$ cat src/rtl/vau_pkg.sv
`default_nettype none
// -----------------------------------------------------------------------------
// vau_pkg
// Shared types, codes and helpers of the fixed-point vector arithmetic unit.
// -----------------------------------------------------------------------------
package vau_pkg;

   localparam int WORD_BITS   = 32;
   localparam int FRAC_BITS   = 16;
   localparam int ROOT_STAGES = WORD_BITS;
   localparam int QUOT_BITS   = FRAC_BITS + 1;

   localparam logic signed [65:0] SMAX_WIDE = 66'sd2147483647;
   localparam logic signed [65:0] SMIN_WIDE = -66'sd2147483648;
   localparam logic signed [31:0] SMAX_WORD = 32'sh7fff_ffff;

   typedef enum logic [3:0] {
      OP_ADD       = 4'd0,
      OP_SUB       = 4'd1,
      OP_SCALE     = 4'd2,
      OP_DOT       = 4'd3,
      OP_CROSS     = 4'd4,
      OP_LENGTH    = 4'd5,
      OP_NORMALIZE = 4'd6,
      OP_DISTANCE  = 4'd7,
      OP_EQUALS    = 4'd8,
      OP_COLINEAR  = 4'd9,
      OP_OPPOSITE  = 4'd10
   } op_type;

   typedef enum logic [1:0] {
      ST_OK        = 2'd0,
      ST_ZERO_LEN  = 2'd1,
      ST_SATURATED = 2'd2
   } status_type;

   typedef logic signed [31:0] word_type;

   typedef struct packed {
      word_type   res_x;
      word_type   res_y;
      word_type   res_z;
      word_type   scalar;
      logic       flag;
      status_type status;
   } res_type;

   // per-component lane results after the multiplier stage
   typedef struct packed {
      logic signed [32:0] addsub;
      logic               big;
      logic               eq;
      logic signed [63:0] p0;
      logic signed [63:0] p1;
      logic [31:0]        mag_a;
      logic [31:0]        mag_b;
      logic               neg_a;
      logic               neg_b;
   } lane_type;

   // request context riding along the square root stages
   typedef struct packed {
      op_type          op;
      res_type         fast;
      logic            big;
      logic [2:0][31:0] mag_a;
      logic [2:0][31:0] mag_b;
      logic [2:0]      neg_a;
      logic [2:0]      neg_b;
   } ctx_type;

   // request context riding along the divider stages
   typedef struct packed {
      op_type      op;
      res_type     fast;
      logic        big;
      logic [31:0] root_a;
      logic [31:0] root_b;
      logic [2:0]  neg_a;
      logic [2:0]  neg_b;
   } tail_type;

   typedef struct packed {
      word_type value;
      logic     hit;
   } sat_type;

   // clamp a wide signed value to the word range
   function automatic sat_type sat_word(input logic signed [65:0] v);
      sat_type r;
      r.hit   = 1'b0;
      r.value = v[31:0];
      if (v > SMAX_WIDE) begin
         r.value = SMAX_WIDE[31:0];
         r.hit   = 1'b1;
      end else if (v < SMIN_WIDE) begin
         r.value = SMIN_WIDE[31:0];
         r.hit   = 1'b1;
      end
      return r;
   endfunction

endpackage
`default_nettype wire

$ cat src/rtl/vau_div.sv
`default_nettype none
// -----------------------------------------------------------------------------
// vau_div
// Pipelined restoring divider: floor(mag * 2^FRAC_BITS / divisor), one bit a stage.
// Assumes mag <= divisor, so the quotient fits FRAC_BITS+1 bits.
// -----------------------------------------------------------------------------
module vau_div import vau_pkg::*; (
   input  wire logic        clock,
   input  wire logic [31:0] mag,
   input  wire logic [31:0] divisor,
   output logic [QUOT_BITS-1:0] quotient
);

   localparam int LAST = QUOT_BITS - 1;

   logic [31:0]          rem_ff [LAST];
   logic [31:0]          div_ff [LAST];
   logic [QUOT_BITS-1:0] q_ff   [QUOT_BITS];

   for (genvar k = 0; k < QUOT_BITS; k++) begin : g_stage
      logic [31:0]          rem_prev, div_prev;
      logic [QUOT_BITS-1:0] q_prev;
      logic                 nbit;
      logic [32:0]          cur;
      logic                 take;

      if (k == 0) begin : g_first
         assign rem_prev = {1'b0, mag[31:1]};
         assign div_prev = divisor;
         assign q_prev   = '0;
         assign nbit     = mag[0];
      end else begin : g_next
         assign rem_prev = rem_ff[k-1];
         assign div_prev = div_ff[k-1];
         assign q_prev   = q_ff[k-1];
         assign nbit     = 1'b0;
      end

      assign cur  = {rem_prev, nbit};
      assign take = (cur >= {1'b0, div_prev});

      // settle one quotient bit
      always_ff @(posedge clock) begin
         q_ff[k] <= {q_prev[QUOT_BITS-2:0], take};
      end

      if (k < LAST) begin : g_carry
         always_ff @(posedge clock) begin
            rem_ff[k] <= take ? 32'(cur - {1'b0, div_prev}) : cur[31:0];
            div_ff[k] <= div_prev;
         end
      end
   end

   assign quotient = q_ff[LAST];

endmodule
`default_nettype wire

$ cat config.mk
export PLATFORM = sky130hd
export DESIGN_NAME = vau_div
export DESIGN_NICKNAME = d
export VERILOG_FILES = /design/src/rtl/vau_pkg.sv /design/src/rtl/vau_div.sv
export SDC_FILE = /design/constraint.sdc
export NUM_CORES = 2
export LEC_CHECK = 0
export BUFFER_PORTS_ARGS = -buffer_cell sky130_fd_sc_hd__buf_2
export CORE_UTILIZATION = 45
export DETAILED_ROUTE_END_ITERATION = 10
export PLACE_DENSITY = 0.68
export SLEW_MARGIN = 15
export SYNTH_ARGS = -nofsm -noshare
export SYNTH_HDL_FRONTEND = slang
export SYNTH_SLANG_ARGS = --single-unit
$ cat constraint.sdc
create_clock -name clock -period 3.3 [get_ports clock]
set_input_delay 0.495 -clock clock [delete_from_list [all_inputs] [get_ports clock]]
set_output_delay 0.495 -clock clock [all_outputs]
set_load 0.03 [all_outputs]
==> Word level (Yosys, flattened, before mapping) <==
Memories as Yosys holds them, arrays and structs flattened.
Index checks and enable logic that the tools add are counted.
{ "classes": {"n_addsub": 16, "n_lt_le_gt_ge": 17, "n_mux": 16} }
{ "ops": {"columns": ["op", "n"], "rows": [
  ["33-bit by 32-bit >= comparator with 1-bit output", 16],
  ["32-bit 2-to-1 mux", 16],
  ["32-bit subtractor", 16],
  ["32-bit >= comparator", 1]
]} }
{ "totals": {"register_bits": 0, "ramBits": 1313, "input_bits": 65, "memories": 3} }
{ "mem_list": {"columns": ["name", "words", "width", "rd", "rd_clocked_by_memory_dff", "wr", "line", "text"], "rows": [
  ["div_ff", 16, 32, 16, 0, 16, "vau_div.sv:17", "logic [31:0] div_ff [LAST];"],
  ["rem_ff", 16, 32, 16, 0, 16, "vau_div.sv:16", "logic [31:0] rem_ff [LAST];"],
  ["q_ff", 17, 17, 17, 0, 17, "vau_div.sv:18", "logic [QUOT_BITS-1:0] q_ff [QUOT_BITS];"]
]} }

==> Logic depth before layout (Yosys ltp) <==
An unclocked memory read counts as a cell.
{ "depth": {"word_depth": 3, "mapped_depth": 15, "mapped_depth_nobuf": 13} }

==> Worst setup path before layout <==
Ideal clock, no wire load.
{ "synth_path": {"kind": "register to register", "from": "memory div_ff[6][1], in the netlist div_ff[0][193]", "to": "memory rem_ff[7][4], in the netlist rem_ff[0][228]", "setup_ns": 0.121, "arrival_time_ns": 3.012, "required_time_ns": 3.179, "slack_ns": 0.167, "stages_incl_launch_ff": 14, "n_path_buf": 1, "period_less_slack_ns": 3.133, "cell_sequence": "dfxtp_1 -> inv_1 -> ha_1 -> nor2b_1 -> o31a_1 -> o41ai_2 -> o31ai_2 -> a21oi_2 -> o211ai_2 -> a21oi_2 -> nand2_2 -> a41oi_4 -> buf_6 -> mux2_4"} }
{ "synth_rtl": {"columns": ["item", "line"], "rows": [
  ["from (decl)", "vau_div.sv:17"],
  ["to (decl)", "vau_div.sv:16"]
]} }

==> summary.md <==
| Metric | Value |
|---|---|
| Status | complete, but fails checks |
| Failing checks | setup timing |
| Cells after Synth | 6356 |
| End-of-flow core utilization | 55.1% |
| CTS clk-pin slew, worst paths | 0.06 ns |
| Clock insertion delay at the later pin of the skew report | 0.75 ns |
| Vias post-DR | 46100 |
| P&R area growth vs syn | 20.8% |
| Drt drc | 0 |
| Number of synthesized flops with an enable pin | 0 |
| Share of the synthesized area in the top cell type | 40.3% |
| Type of the most critical hold path | input port to flop |
| DRT iter0 DRCs | 1914 |
| Min cycle time layout | 3.36 ns |
| Share of layout cells above drive strength 1 | 17.5% |
| Critical Path Sink Type | flop |
| Warning count from the yosys run | 0 |
| First-pass GRT wire length | 221000 µm |
| Sequential share of power | 26.7% |
| Placed wire-length estimate | 109000 µm |
| Tot GR Track Use | 20.8% |
| Async S/R FF share, synth | 0% |
| Worst EP required | 3.92 ns |
| Slew Limit Fails | 0 |
| Fin area | 0.0706 mm² |
| WL final | 141000 µm |
| Reg2reg setup slack | -0.06 ns |
| Routed len/inst | 15.9 µm |
| Worst hold start | mag[4] |
| Dpl ws | -0.389 ns |
| Max Clock Skew | 0.0230 ns |
| H-tree levels | 4 |
| Clk root buf | clkbuf_16 |
| Vias in the first global route | 46600 |
| Area after DPL | 0.0643 mm² |
| Initial antenna violation count | 0 |
| Sequential area share after synthesis | 40.3% |
| Placed Cells incl. Taps | 8510 |
| Post-DRT Antenna Nets | 0 |
| Critical path data arrival time | 3.98 ns |
| Lkg Pwr | 33.6 nW |
| Nets | 7631 |
| Leading post-synthesis cells by cell area | dfxtp_1, ha_1, inv_1 |
| Io pins | 82 |
| Synthesized cell area | 0.0585 mm² |
| CP Buf/Inv Count | 3 |
| Tcrit/Tclk final | 102% |
| RR Startpoint | div_ff[0][210] |
| Switching Share | 37.8% |
| CP Launch Point | div_ff[0][210] |
| Crit-path cells | inv_1 > ha_1 > and3_1 > nand3_1 > nor3_1 > nand2_1 > nand2_2 > a41oi_4 > buf_6 > buf_16 > mux2_4 |
| Final hold violations | 0 |
| Diodes inserted | 0 |
| Syn Area/Cell | 9.20 µm² |
| Leading area contributor after synthesis | dfxtp_1 |
| Crit-path slowest cell | nor3_1 |
| Chip height | 363 µm |
| PnR worst setup slack | -0.0583 ns |
| CTS tree | yes |
| Setup TNS | -1.39 ns |
| Max stage delay on crit path | 0.51 ns |
| Cell Count, Final, Fillers Out | 8829 |
| Drt pass-1 iters | 6 |
| Vias/cell | 5.22 |
| Most used flip-flop cell after synthesis | dfxtp_1 |
| Chip width | 363 µm |
| Fmax | 0.298 GHz |
| Psw | 30.2 mW |
| Worst VDD drop | 0.618 mV |
| #FFs+latches synth | 1177 |
| TritonCTS buffer count | 132 |
| Cell variety after synth | 106 |
| PD cells | 1130 mW/mm² |
| Total power | 80.0 mW |
| Congestion Overflow GR | 0 |
| Logic pwr share | 54.7% |
| Worst Path Max Fanout | 8 |
| Max Root-Sink Buffers | 3 |
| Clock sink count | 1177 |
| CP delay by family, top | simple AND/OR/NAND/NOR gates |
| Pint | 49.8 mW |
| Critical path class | flop to flop |
| Die ar. | 0.131 mm² |
| Core area | 0.128 mm² |
| Worst Setup Start Kind | flop |
| Final hold slack | 0.0926 ns |
| Max-cap violations | 0 |
| Rel. slew slack | 36.8% |
| Synthesized Nets | 6980 |
| I/O Buffers | 81 |
| Clock group share of total power | 18.6% |
| Site Rows | 131 |
| Final setup fails | 31 |
| Routability cong. | 0.922 |
| Worst Tran Pin Value | 0.942 ns |
| Initial Util | 45.6% |
| RSZ-0062 raised after global routing | yes |
| Largest net degree at the start of global routing | 40 |
==> routing by layer <==
metal	wire, µm	vias up	track usage [%]	share of wire (%)
li1	-	23400	-	-
met1	49700	21300	18.2	35
met2	77100	917	42.4	55
met3	3850	433	2.74	2.7
met4	10100	0	14.9	7.2
met5	0	-	0	0
==> power groups by stage <==
stage / combinational [mW] / sequential (mW) / clock (mW)
finish: 43.8 / 21.4 / 14.8
global route: 48.0 / 21.8 / 15.8
CTS: 42.3 / 21.3 / 15.2
detailed placement: 41.1 / 21.6 / 0
global placement: 40.4 / 21.6 / 0
floorplan: 30.0 / 20.9 / 0
==> synthesized netlist by cell type (all sizes together), types with 95 or more instances <==
master     n
dfxtp   1177
inv      678
ha       543
a21oi    478
nand2    458
o21ai    412
nor2     339
a21o     283
xnor2    236
mux2     231
xor2     189
nand3    124
clkbuf    95
==> cells in the final DEF (no fill, tap or decap), types with 19 or more instances in the layout <==
master,instances
and2_1,21
a21oi_2,22
o21ai_1,24
buf_12,19
clkinv_2,23
o21a_1,54
ha_1,528
a21oi_1,451
o211ai_1,27
xnor2_1,236
clkbuf_1,22
dlygate4sd3_1,58
dfxtp_1,1164
o31ai_1,41
mux2i_1,21
clkbuf_16,144
mux2_2,118
a31oi_1,55
nand2_1,456
nor3_1,75
nor2_1,339
or3_1,23
buf_2,81
nand3_1,120
inv_1,673
a211oi_1,41
or2_2,21
mux2_4,109
xor2_1,189
buf_4,489
a21o_1,283
o21bai_1,59
nor2b_1,69
and3_1,50
o21ai_0,379
nor4_1,22
nand2b_1,73
nand4_1,87
==> logic make-up (layout without fill, tap and decap cells) <==
logic type / count (synthesis) / count (layout) / share of synthesized area, %
flip-flops: 1177 / 1177 / 40.3
multiplexers: 252 / 252 / 5.38
adder cells (fa/ha/maj): 559 / 559 / 12.2
XOR/XNOR: 425 / 425 / 6.36
AND/OR/NAND/NOR: 1419 / 1419 / 11.5
AO/OA/AOI/OAI: 1695 / 1695 / 18.6
buffers and inverters: 829 / 1573 / 5.66
==> worst register-to-register path: stages, from the launching register on <==
cell	delay (ns)
dfxtp_1	0.34
inv_1	0.07
ha_1	0.42
and3_1	0.30
nand3_1	0.33
nor3_1	0.52
nand2_1	0.33
nand2_2	0.18
a41oi_4	0.14
buf_6	0.17
buf_16	0.16
mux2_4	0.30
==> state kept, by name (all words and copies together), names as in the netlist <==
signal  count
rem_ff    512
div_ff    512
q_ff      153
==> worst paths after layout <==
| check | end | cells past startpoint |
|---|---|---|
| hold / removal | rem_ff[0][4] | 3 |
| setup / recovery | rem_ff[0][246] | 11 |
| hold reg to reg | q_ff[10][3] | 0 |
| setup reg to reg | rem_ff[0][246] | 11 |
==> what timing repair did <==
action,CTS,global route
pin swaps,24,57
cloned,5,7
endpoints found under the setup margin,224,446
gates resized for setup,45,160
hold endpoints to repair,58,0
hold buffers,58,0
setup buffers,10,14
==> layout make-up <==
| type | count | area (µm²) |
|---|---|---|
| well taps | 1729 | 2160 |
| fillers | 11400 | 57500 |
| inverters | 678 | 2540 |
| clock inverters | 48 | 624 |
| repair buffers | 668 | 5420 |
| multi-input cells | 4350 | 32500 |
| clock buffers | 179 | 3810 |
| flip-flops and latches | 1177 | 23600 |
Power figures use the tool's default switching activity.
